**config.mk**
```make
export PLATFORM = sky130hd
export DESIGN_NAME = sync_frame_deframer_fletcher
export DESIGN_NICKNAME = d
export VERILOG_FILES = /design/src/design/sfdf_pkg.sv /design/src/design/sync_frame_deframer_fletcher.sv /design/src/design/sfdf_ram.sv /design/src/design/sfdf_fletcher.sv /design/src/design/sfdf_ctrl.sv
export VERILOG_INCLUDE_DIRS = /design/src /design/src/design
export SDC_FILE = /design/constraint.sdc
export NUM_CORES = 1
export LEC_CHECK = 0
export BUFFER_PORTS_ARGS = -buffer_cell sky130_fd_sc_hd__buf_4
export CAP_MARGIN = 20
export CORE_ASPECT_RATIO = 0.5
export CORE_MARGIN = 2
export CORE_UTILIZATION = 45
export CTS_BUF_LIST = sky130_fd_sc_hd__clkbuf_16
export DETAILED_ROUTE_END_ITERATION = 16
export PLACE_DENSITY = 0.59
export REMOVE_ABC_BUFFERS = 1
export SLEW_MARGIN = 5
export SYNTH_ARGS = -nofsm -noshare
export SYNTH_HDL_FRONTEND = slang
export SYNTH_SLANG_ARGS = --single-unit
export TNS_END_PERCENT = 30
```
**constraint.sdc**
```tcl
create_clock -name clk -period 4.25 [get_ports clk]
set_input_delay 0.425 -clock clk [delete_from_list [all_inputs] [get_ports clk]]
set_output_delay 0.425 -clock clk [all_outputs]
set_load 0.05 [all_outputs]
```
**src/design/sync_frame_deframer_fletcher_assert.svh**
```systemverilog
`ifndef SYNC_FRAME_DEFRAMER_FLETCHER_ASSERT_SVH
`define SYNC_FRAME_DEFRAMER_FLETCHER_ASSERT_SVH

// same-cycle implication, sampled on clk, off during rst
`define SFDF_ASSERT_IMP(lbl, ante, cons, msg) \
  lbl: assert property (@(posedge clk) disable iff (rst) (ante) |-> (cons)) \
    else $error(msg);

// next-cycle implication, sampled on clk, off during rst
`define SFDF_ASSERT_NXT(lbl, ante, cons, msg) \
  lbl: assert property (@(posedge clk) disable iff (rst) (ante) |=> (cons)) \
    else $error(msg);

`endif

```
**src/design/sfdf_pkg.sv**
```systemverilog
package sfdf_pkg;

  localparam int FRAME_LEN = 14;
  localparam int BYTE_W    = 8;
  localparam int AXIS_W    = 16;
  localparam int ADDR_W    = $clog2(FRAME_LEN);
  localparam int CNT_W     = $clog2(FRAME_LEN + 1);

  localparam logic [BYTE_W-1:0] SYNC_FIRST  = 8'hB5;
  localparam logic [BYTE_W-1:0] SYNC_SECOND = 8'h62;

  localparam logic [ADDR_W-1:0] POS_SYNC_A    = ADDR_W'(0);
  localparam logic [ADDR_W-1:0] POS_SYNC_B    = ADDR_W'(1);
  localparam logic [ADDR_W-1:0] POS_SUM_FIRST = ADDR_W'(2);
  localparam logic [ADDR_W-1:0] POS_X_HI      = ADDR_W'(6);
  localparam logic [ADDR_W-1:0] POS_X_LO      = ADDR_W'(7);
  localparam logic [ADDR_W-1:0] POS_Y_HI      = ADDR_W'(8);
  localparam logic [ADDR_W-1:0] POS_Y_LO      = ADDR_W'(9);
  localparam logic [ADDR_W-1:0] POS_Z_HI      = ADDR_W'(10);
  localparam logic [ADDR_W-1:0] POS_SUM_LAST  = ADDR_W'(11);
  localparam logic [ADDR_W-1:0] POS_CK_A      = ADDR_W'(12);
  localparam logic [ADDR_W-1:0] POS_CK_B      = ADDR_W'(13);

  typedef struct packed {
    logic              clr;
    logic              vld;
    logic [ADDR_W-1:0] tag;
  } sum_ctl_t;

endpackage

```
**src/design/sync_frame_deframer_fletcher.sv**
```systemverilog
// Byte-stream deframer for 14-byte frames that start with the sync pair 0xB5 0x62 and
// end with an 8-bit Fletcher pair over bytes 2 to 11. A good frame yields one beat with
// three signed big-endian axis values; a bad header or checksum drops bytes up to the
// next held 0xB5 and yields nothing. The frame lives in a 14-byte memory with one
// registered read port, and every pass walks it one entry a cycle: an ordinary byte
// takes an accept plus a two-entry header read, the last byte of a frame adds a
// checksum pass and a hand-over of the result once the output register is free, and a
// resync adds a scan and a copy. A finished result waits in an output register while
// new bytes are taken; only the next finished frame waits for it to drain.
module sync_frame_deframer_fletcher (
  input  logic        clk,
  input  logic        rst,
  input  logic        s_tvalid,
  output logic        s_tready,
  input  logic [7:0]  s_tdata,   // rx_byte[7:0]
  output logic        m_tvalid,
  input  logic        m_tready,
  output logic [47:0] m_tdata    // axis_x[15:0], axis_y[31:16], axis_z[47:32]
);
  import sfdf_pkg::*;

  logic              we;
  logic [ADDR_W-1:0] waddr;
  logic [BYTE_W-1:0] wdata;
  logic [ADDR_W-1:0] raddr;
  logic [BYTE_W-1:0] rdata;
  sum_ctl_t          sum_ctl;
  logic              match;
  logic              emit;
  logic              out_busy;
  logic signed [AXIS_W-1:0] axis_x;
  logic signed [AXIS_W-1:0] axis_y;
  logic signed [AXIS_W-1:0] axis_z;

  sfdf_ram #(
    .WIDTH (BYTE_W),
    .DEPTH (FRAME_LEN)
  ) u_store (
    .clk   (clk),
    .we    (we),
    .waddr (waddr),
    .wdata (wdata),
    .raddr (raddr),
    .rdata (rdata)
  );

  sfdf_ctrl u_ctrl (
    .clk      (clk),
    .rst      (rst),
    .in_valid (s_tvalid),
    .in_byte  (s_tdata),
    .in_ready (s_tready),
    .we       (we),
    .waddr    (waddr),
    .wdata    (wdata),
    .raddr    (raddr),
    .rdata    (rdata),
    .sum_ctl  (sum_ctl),
    .match    (match),
    .out_busy (out_busy),
    .emit     (emit)
  );

  sfdf_fletcher u_fletcher (
    .clk    (clk),
    .ctl    (sum_ctl),
    .rdata  (rdata),
    .match  (match),
    .axis_x (axis_x),
    .axis_y (axis_y),
    .axis_z (axis_z)
  );

  assign out_busy = m_tvalid && !m_tready;

  always_ff @(posedge clk) begin
    if (rst) begin
      m_tvalid <= 1'b0;
    end else if (emit) begin
      m_tvalid <= 1'b1;
    end else if (m_tready) begin
      m_tvalid <= 1'b0;
    end
    if (emit) begin
      m_tdata <= {axis_z, axis_y, axis_x};
    end
  end

endmodule

```
**src/design/sfdf_ram.sv**
```systemverilog
module sfdf_ram #(
  parameter int WIDTH = 8,
  parameter int DEPTH = 14
) (
  input  logic                     clk,
  input  logic                     we,
  input  logic [$clog2(DEPTH)-1:0] waddr,
  input  logic [WIDTH-1:0]         wdata,
  input  logic [$clog2(DEPTH)-1:0] raddr,
  output logic [WIDTH-1:0]         rdata
);

  logic [WIDTH-1:0] mem [DEPTH];

  always_ff @(posedge clk) begin
    if (we) begin
      mem[waddr] <= wdata;
    end
    rdata <= mem[raddr];
  end

endmodule

```
**src/design/sfdf_fletcher.sv**
```systemverilog
module sfdf_fletcher (
  input  logic                         clk,
  input  sfdf_pkg::sum_ctl_t           ctl,
  input  logic [sfdf_pkg::BYTE_W-1:0]  rdata,
  output logic                         match,
  output logic signed [sfdf_pkg::AXIS_W-1:0] axis_x,
  output logic signed [sfdf_pkg::AXIS_W-1:0] axis_y,
  output logic signed [sfdf_pkg::AXIS_W-1:0] axis_z
);
  import sfdf_pkg::*;

  logic [BYTE_W-1:0] sum_a;
  logic [BYTE_W-1:0] sum_b;
  logic [BYTE_W-1:0] a_add;
  logic              ok_a;
  logic              ok_b;
  logic              in_span;

  assign a_add   = sum_a + rdata;
  assign in_span = (ctl.tag >= POS_SUM_FIRST) && (ctl.tag <= POS_SUM_LAST);
  assign match   = ok_a && ok_b;

  always_ff @(posedge clk) begin
    if (ctl.clr) begin
      sum_a <= '0;
      sum_b <= '0;
    end else if (ctl.vld && in_span) begin
      sum_a <= a_add;
      sum_b <= sum_b + a_add;
    end
    if (ctl.vld) begin
      case (ctl.tag)
        POS_X_HI:     axis_x[15:8] <= rdata;
        POS_X_LO:     axis_x[7:0]  <= rdata;
        POS_Y_HI:     axis_y[15:8] <= rdata;
        POS_Y_LO:     axis_y[7:0]  <= rdata;
        POS_Z_HI:     axis_z[15:8] <= rdata;
        POS_SUM_LAST: axis_z[7:0]  <= rdata;
        POS_CK_A:     ok_a <= (rdata == sum_a);
        POS_CK_B:     ok_b <= (rdata == sum_b);
        default: ;
      endcase
    end
  end

endmodule

```
**src/design/sfdf_ctrl.sv**
```systemverilog
`include "sync_frame_deframer_fletcher_assert.svh"

module sfdf_ctrl (
  input  logic                        clk,
  input  logic                        rst,
  input  logic                        in_valid,
  input  logic [sfdf_pkg::BYTE_W-1:0] in_byte,
  output logic                        in_ready,
  output logic                        we,
  output logic [sfdf_pkg::ADDR_W-1:0] waddr,
  output logic [sfdf_pkg::BYTE_W-1:0] wdata,
  output logic [sfdf_pkg::ADDR_W-1:0] raddr,
  input  logic [sfdf_pkg::BYTE_W-1:0] rdata,
  output sfdf_pkg::sum_ctl_t          sum_ctl,
  input  logic                        match,
  input  logic                        out_busy,
  output logic                        emit
);
  import sfdf_pkg::*;

  typedef enum logic [7:0] {
    S_IDLE = 8'b0000_0001,
    S_HDR0 = 8'b0000_0010,
    S_HDR1 = 8'b0000_0100,
    S_HDR2 = 8'b0000_1000,
    S_SCAN = 8'b0001_0000,
    S_COPY = 8'b0010_0000,
    S_SUM  = 8'b0100_0000,
    S_EMIT = 8'b1000_0000
  } state_t;

  state_t            state, state_next;
  logic [CNT_W-1:0]  fill, fill_next;
  logic [CNT_W-1:0]  ptr, ptr_next;
  logic [ADDR_W-1:0] k, k_next;
  logic [BYTE_W-1:0] b0, b0_next;
  logic [ADDR_W-1:0] tag;
  logic              tag_vld;
  logic              iss;
  logic              clr;

  always_ff @(posedge clk) begin
    if (rst) begin
      state   <= S_IDLE;
      fill    <= '0;
      tag_vld <= 1'b0;
    end else begin
      state   <= state_next;
      fill    <= fill_next;
      tag_vld <= iss;
    end
    ptr <= ptr_next;
    k   <= k_next;
    b0  <= b0_next;
    tag <= raddr;
  end

  always_comb begin
    state_next = state;
    fill_next  = fill;
    ptr_next   = ptr;
    k_next     = k;
    b0_next    = b0;
    iss        = 1'b0;
    raddr      = POS_SYNC_A;
    we         = 1'b0;
    waddr      = fill[ADDR_W-1:0];
    wdata      = in_byte;
    in_ready   = 1'b0;
    emit       = 1'b0;
    clr        = 1'b0;
    case (state)
      S_IDLE: begin
        in_ready = 1'b1;
        if (in_valid) begin
          we         = 1'b1;
          fill_next  = fill + 1'b1;
          state_next = S_HDR0;
        end
      end
      S_HDR0: begin
        iss        = 1'b1;
        raddr      = POS_SYNC_A;
        state_next = S_HDR1;
      end
      S_HDR1: begin
        iss        = 1'b1;
        raddr      = POS_SYNC_B;
        b0_next    = rdata;
        state_next = S_HDR2;
      end
      S_HDR2: begin
        if (b0 != SYNC_FIRST || (fill >= CNT_W'(2) && rdata != SYNC_SECOND)) begin
          ptr_next   = CNT_W'(POS_SYNC_B);
          state_next = S_SCAN;
        end else if (fill == CNT_W'(FRAME_LEN)) begin
          ptr_next   = CNT_W'(POS_SUM_FIRST);
          clr        = 1'b1;
          state_next = S_SUM;
        end else begin
          state_next = S_IDLE;
        end
      end
      S_SCAN: begin
        if (tag_vld && rdata == SYNC_FIRST) begin
          k_next     = tag;
          ptr_next   = CNT_W'(tag);
          state_next = S_COPY;
        end else if (ptr >= fill && !tag_vld) begin
          fill_next  = '0;
          state_next = S_IDLE;
        end else if (ptr < fill) begin
          iss      = 1'b1;
          raddr    = ptr[ADDR_W-1:0];
          ptr_next = ptr + 1'b1;
        end
      end
      S_COPY: begin
        if (ptr < fill) begin
          iss      = 1'b1;
          raddr    = ptr[ADDR_W-1:0];
          ptr_next = ptr + 1'b1;
        end
        if (tag_vld) begin
          we    = 1'b1;
          waddr = tag - k;
          wdata = rdata;
        end
        if (ptr >= fill && !tag_vld) begin
          fill_next  = fill - CNT_W'(k);
          state_next = S_IDLE;
        end
      end
      S_SUM: begin
        if (ptr < CNT_W'(FRAME_LEN)) begin
          iss      = 1'b1;
          raddr    = ptr[ADDR_W-1:0];
          ptr_next = ptr + 1'b1;
        end else if (!tag_vld) begin
          if (match) begin
            state_next = S_EMIT;
          end else begin
            ptr_next   = CNT_W'(POS_SYNC_B);
            state_next = S_SCAN;
          end
        end
      end
      S_EMIT: begin
        if (!out_busy) begin
          emit       = 1'b1;
          fill_next  = '0;
          state_next = S_IDLE;
        end
      end
      default: begin
        state_next = S_IDLE;
      end
    endcase
  end

  assign sum_ctl.clr = clr;
  assign sum_ctl.vld = tag_vld && (state == S_SUM);
  assign sum_ctl.tag = tag;

  `SFDF_ASSERT_NXT(a_accept_fill, in_ready && in_valid, state == S_HDR0 && fill == $past(fill) + 1'b1, "accepted beat did not advance fill")
  `SFDF_ASSERT_NXT(a_emit_clear, emit, state == S_IDLE && fill == '0, "store not cleared after emit")
  `SFDF_ASSERT_IMP(a_ready_room, in_ready, fill < CNT_W'(FRAME_LEN), "ready with a full store")
  `SFDF_ASSERT_IMP(a_copy_down, state == S_COPY && we, waddr < tag, "resync copy not moving down")

endmodule
```
# Word level (Yosys, flattened, before mapping)
# Memories as Yosys holds them, arrays and structs flattened. A register that Yosys moved wholly into a read port is not among the register bits.
# Cells that the tools add are included.
[op_classes]
add_sub_neg = 6
mul = 0
div_mod_pow = 0
magnitude_cmp = 6
n_eq_ne = 33
shifts = 0
mux = 52
bitwise_logic = 0
n_reduce_logical = 27
[ops]
columns = ["operator", "n"]
rows = [
  ["$mux 8", 10],
  ["$mux 4", 19],
  ["$pmux 8 s8", 1],
  ["$pmux 4 s4", 3],
  ["$eq 4x4->1 const B", 7],
  ["$reduce_and 2->1", 9],
  ["$add 8x8->8", 2],
  ["$eq 8x8->1", 2],
  ["$eq 8x8->1 const B", 2],
  ["$mux 1", 16],
  ["$ne 2x2->1 const B", 5],
  ["$add 4x1->4 const B", 2],
  ["$eq 4x3->1 const B", 2],
  ["$eq 8x1->1 const B", 1],
  ["$eq 8x2->1 const B", 1],
  ["$eq 8x3->1 const B", 1],
  ["$eq 8x4->1 const B", 1],
  ["$eq 8x5->1 const B", 1],
  ["$eq 8x6->1 const B", 1],
  ["$eq 8x7->1 const B", 1],
  ["$ge 4x2->1 const B", 2],
  ["$logic_and 1x1->1", 8],
  ["$ne 8x7->1 const B", 1],
  ["$ne 8x8->1 const B", 1],
  ["other kinds (20)", 25],
]
[word_totals]
ff_bits = 148
latch_bits = 0
ramBits = 112
rom_bits = 0
output_inout_bits = 50
mem_count = 1
[memory_table]
columns = ["name", "words", "width", "read_ports", "rd_ports_with_merged_regs", "write_ports", "line", "source"]
rows = [
  ["u_store.mem", 14, 8, 1, 1, 1, "sfdf_ram.sv:13", "logic [WIDTH-1:0] mem [DEPTH];"],
]

# Longest topological paths before layout
[logic_depth]
ltp_word = 5
mapped_depth = 15
mapped_depth_nobuf = 15

# By module
# From an unflattened synthesis, not the netlist that was laid out.
[hier_totals]
hier_cells = 735
area_unflattened_um2 = 11239.5
[modules_own_cells]
columns = ["mod", "n_inst", "cells_per_inst", "area_each_um2", "seq_area_each_um2"]
rows = [
  ["sfdf_ram", 1, 210, 4606.9, 3523.4],
  ["sfdf_fletcher", 1, 227, 2904.0, 1821.7],
  ["sfdf_ctrl", 1, 247, 2243.4, 820.8],
  ["sync_frame_deframer_fletcher", 1, 51, 1485.2, 1461.4],
]

# Worst setup path before layout
# OpenSTA, ideal clock, no wires.
[synth_timing]
path_type = "reg-to-reg"
startpoint = "register u_ctrl.state[2]"
endpoint = "register m_tdata[0] (enable)"
setup_time_ns = 0.459
arrival_ns = 3.142
required_time_ns = 3.791
path_slack_ns = 0.649
stages_incl_launch_ff = 5
n_path_buf = 1
period_less_slack_ns = 3.601
cell_sequence = "dfxtp_1 buf_2 nor4_4 nand3_1 nor2b_1"
[synth_between]
elab_chain_cells = 2
[synth_rtl]
columns = ["element", "line", "source"]
rows = [
  ["start, declared", "sfdf_ctrl.sv:32", "state_t state, state_next;"],
  ["start signal, assigned", "sfdf_ctrl.sv:48", "state <= state_next;"],
  ["$eq 8x8->1", "sfdf_ctrl.sv:72", "case (state)"],
  ["$mux 1", "sfdf_ctrl.sv:72", ""],
  ["net emit", "sync_frame_deframer_fletcher.sv:29", "logic emit;"],
  ["end signal, assigned", "sync_frame_deframer_fletcher.sv:85", "m_tdata <= {axis_z, axis_y, axis_x};"],
  ["end, declared", "sync_frame_deframer_fletcher.sv:18", "output logic [47:0] m_tdata"],
]
# The timed path passes the listed nets, and every way through them passes these cells.
# A chain may end at the register's enable or synchronous reset.

# Final worst setup path
[layout_timing]
startpoint = "register u_ctrl.ptr[1]"
endpoint = "register u_store.rdata[2], read port of u_store.mem"
[layout_between]
elab_chain_cells = 5
[layout_rtl]
columns = ["element", "line", "source"]
rows = [
  ["start, declared", "sfdf_ctrl.sv:34", "logic [CNT_W-1:0] ptr, ptr_next;"],
  ["start signal, assigned", "sfdf_ctrl.sv:52", "ptr <= ptr_next;"],
  ["$lt 4x4->1 or $ge 4x4->1 (tied branches)", "sfdf_ctrl.sv:112, sfdf_ctrl.sv:119, sfdf_ctrl.sv:109", ""],
  ["$mux 4 or $logic_and 1x1->1 (tied branches)", "sfdf_ctrl.sv:112, sfdf_ctrl.sv:119, sfdf_ctrl.sv:109", ""],
  ["$mux 4", "sfdf_ctrl.sv:109", "end else if (ptr >= fill && !tag_vld) begin"],
  ["$mux 4", "sfdf_ctrl.sv:105", "if (tag_vld && rdata == SYNC_FIRST) begin"],
  ["$pmux 4 s4 *", "sfdf_ctrl.sv:72", ""],
  ["end, declared", "sfdf_ram.sv:10", "output logic [WIDTH-1:0] rdata"],
]
# Mark *: on every way between the ends. The rest lies on a longest branch, timed or not.

==> results.yml <==
run_status:
  outcome: "completed"
clock_network:
  clockBufferDepth: 3
  cts_made_buffers: 25
  clk_pin_slew_ps: 70
  cts-resized-gates: 0
  clkLatencyLatePin_ps: 520
  htree_levels: 1
  post_cts_buffers: 0
  cts_sinks: 268
  cts_root_buffer: "clkbuf_16"
  cts_tree: "done"
  hold_buffers: 0
sta:
  fmax_ghz: 0.2758
  finalHoldViolCount: 0
  finalSetupViolations: 0
  fin_crit_ps: 3626
  fin_crit_sh: 0.8532
  fin_tns_setup_ps: 0
  slew_violations: 0
  rsz0062_at_grt: "no"
  max_slew_margin: 0.3023
  worst_slew_pin_slew_ps: 1039
  clock_skew_ps: 9.329
route:
  wire_per_inst_um: 19.70
  wl_mm: 23.97
  via_count: 6544
  vias_per_cell: 5.377
  drcViolationCount: 0
  drtPass1Iterations: 5
  drt_iter0_drc: 541
  ant_nets: 0
yosys:
  synth_top_area_cell: "edfxtp_1"
  yosys-top-cells-area: "edfxtp_1, dfxtp_1, mux2i_1, ha_1, mux2_2"
  yosysWarnings: 0
  ys_ff_latch: 268
  synth_area_um2: 11130
  syn_avg_cell_area_um2: 14.34
  synth_ff_type: "edfxtp_1"
  syn_inst: 776
  ys_seq_area_frac: 0.6855
  synth_cell_type_count: 62
  synth_edf_count: 226
  synth_top_area_share: 0.6099
  ys_async_sr_fraction: 0
critical_path:
  cp.arrival_ps: 4010
  crit_fanout: 57
  reg2reg_from: "u_ctrl.ptr[1]"
  worstSetupEndpoint: "u_store.rdata[2]"
  slowest_stage: "edfxtp_1"
  worstSetupEndpointType: "flop"
  rrSetupSlack_ps: 620
  worstPathCellList: "ha_1, nor2b_1, o211ai_1, nand2_1, inv_1, ha_1, a221o_1, nor2_4, buf_12, mux2_4, a222oi_1, nand3_1"
  critical_path_class: "flop to flop"
  reg2reg_depth: 12
  critPathLaunch: "u_ctrl.ptr[1]"
  slowest_delay_ps: 510
  crit_top_cell: "ha_1"
  r2r-end: "u_store.rdata[2]"
  setup.worst_path.start_class: "flop"
  worstPathRequired_ps: 4630
floorplan:
  die-height_um: 115.2
  initial_core_util: 0.4613
  rows: 40
  core_area_um2: 24120
  die-area_um2: 26080
  io-pin-count: 62
  chipWidth_um: 226.4
flow_run:
  maxCapViolCount: 0
global_routing:
  antenna_found_initial: 0
  first_global_vias: 6286
  grt_first_pass_wirelength_mm: 36.47
  overflow: 0
  grt_usage: 0.1871
  grt_max_degree: 58
cells_and_area:
  regArea_um2: 7627
  final_common_cell: "edfxtp_1"
  fillers: 2045
  n_antenna_cell: 0
  drive_above_1_share: 0.1862
  final_cell_mix: "edfxtp_1, buf_4, nor2_1"
  area_growth_syn_to_layout_pct: 15.53
  multi_input_area_um2: 3272
  nNetsFinal: 905
pwr:
  finalPower_mw: 5.504
  power.leakage_nw: 4.800
  ir_drop_mv: 0.2545
  cellPowerDensity_nw_per_um2: 428.1
placement:
  port-buffer-count: 61
  dp.final_hpwl_mm: 16.37
  gp_congestion: 0.9036
worst_hold_path:
  min_path_type: "primary input to flop"
==> flip-flops by register name, indices dropped and copies added, names as in the netlist <==
signal             flops
u_fletcher.ok_b        1
u_ctrl.tag             4
u_fletcher.sum_b       8
u_fletcher.axis_x     16
u_ctrl.b0              8
u_fletcher.axis_y     16
u_store.rdata          8
u_ctrl.ptr             4
u_ctrl.state           8
u_store.mem          112
u_fletcher.sum_a       8
u_fletcher.ok_a        1
m_tdata               48
u_ctrl.fill            4
u_ctrl.tag_vld         1
m_tvalid               1
u_fletcher.axis_z     16
u_ctrl.k               4
==> metrics by stage <==
| stage | cells | area [um2] | hold WS [ps] | util | setup WS [ps] |
|---|---|---|---|---|---|
| 2_1_floorplan | 750 | 10980 | 400.3 | - | -1609 |
| 3_3_place_gp | 1171 | 12080 | 401.8 | 0.5009 | 838.8 |
| 3_5_place_dp | 1171 | 12080 | 404.5 | 0.5009 | 651.3 |
| 4_1_cts | 1216 | 12850 | 176.3 | 0.5327 | 629.8 |
| 5_1_grt | 1217 | 12850 | 187.7 | 0.5329 | 396.7 |
| 6_report | 1217 | 12850 | 190.2 | 0.5329 | 623.9 |
==> metal layers <==
layer  global-route usage  up-vias  wire, um
met5                    0        -         0
met4              0.04912        0       538
met3              0.03373       35      1280
met2               0.2867      187     10470
met1               0.2771     3203     11680
li1                     -     3119         -
==> cell usage after synthesis (4+ instances only) <==
| library cell | n |
|---|---|
| o22a_1 | 16 |
| dfxtp_1 | 42 |
| nor2_1 | 67 |
| a222oi_1 | 8 |
| a21o_1 | 6 |
| mux2_4 | 8 |
| ha_1 | 26 |
| inv_1 | 30 |
| nand2_1 | 50 |
| fa_1 | 4 |
| clkbuf_1 | 12 |
| mux2i_1 | 36 |
| nor2b_1 | 7 |
| xor2_1 | 6 |
| edfxtp_1 | 226 |
| o211ai_1 | 4 |
| and3_1 | 7 |
| buf_6 | 4 |
| nand3_1 | 22 |
| a21oi_1 | 46 |
| xnor2_1 | 22 |
| nand4_1 | 11 |
| o21ai_0 | 12 |
| nor4_1 | 6 |
| buf_2 | 5 |
| nor3_1 | 8 |
| mux2_2 | 23 |
| nand2b_1 | 7 |
| nand4b_1 | 4 |
==> area by class of cell <==
type,instances,share of cell area
timing repair buffer,86,0.05100
tap,336,0.03270
inverter,30,0.008760
sequential,268,0.5933
clock buffer,25,0.04867
clock inverter,20,0.01100
multi-input combinational,452,0.2545
==> worst min path at each step <==
| stage | start | end | slack, ps | cells after the start |
|---|---|---|---|---|
| finish | rst | u_ctrl.fill[3] | 190 | 2 |
| global route | rst | u_ctrl.fill[3] | 190 | 2 |
| CTS | rst | u_ctrl.state[4] | 180 | 2 |
| detailed placement | u_fletcher.axis_x[10] | m_tdata[10] | 400 | 0 |
| global placement | u_fletcher.axis_y[14] | m_tdata[30] | 400 | 0 |
| floorplan | u_fletcher.axis_x[0] | m_tdata[0] | 400 | 0 |
==> kinds of logic after synthesis <==
| family | synth area share |
|---|---|
| buffers and inverters | 0.02294 |
| DFF | 0.6855 |
| xor gates and xnor gates | 0.02204 |
| muxes | 0.06646 |
| and+or+nand+nor | 0.09322 |
| AOI/OAI and AO/OA | 0.07343 |
| adders and majority gates | 0.03643 |
==> critical path, delay by kind of cell (launching register included) <==
| family | cells | cell delay, ps |
|---|---|---|
| AOI/OAI and AO/OA | 3 | 910 |
| adders and majority gates | 2 | 600 |
| buffers and inverters | 2 | 460 |
| DFF | 1 | 510 |
| muxes | 1 | 340 |
| and+or+nand+nor | 4 | 640 |
==> where the power goes <==
part / leakage, nW / switching, mW / internal, mW / total, mW
clock network: 0.398 / 0.934 / 1.19 / 2.12
logic: 2.04 / 0.249 / 0.153 / 0.402
registers: 2.36 / 0.0643 / 2.91 / 2.98
total: 4.80 / 1.25 / 4.26 / 5.50
No activity file was read; power rests on OpenSTA's default activity.
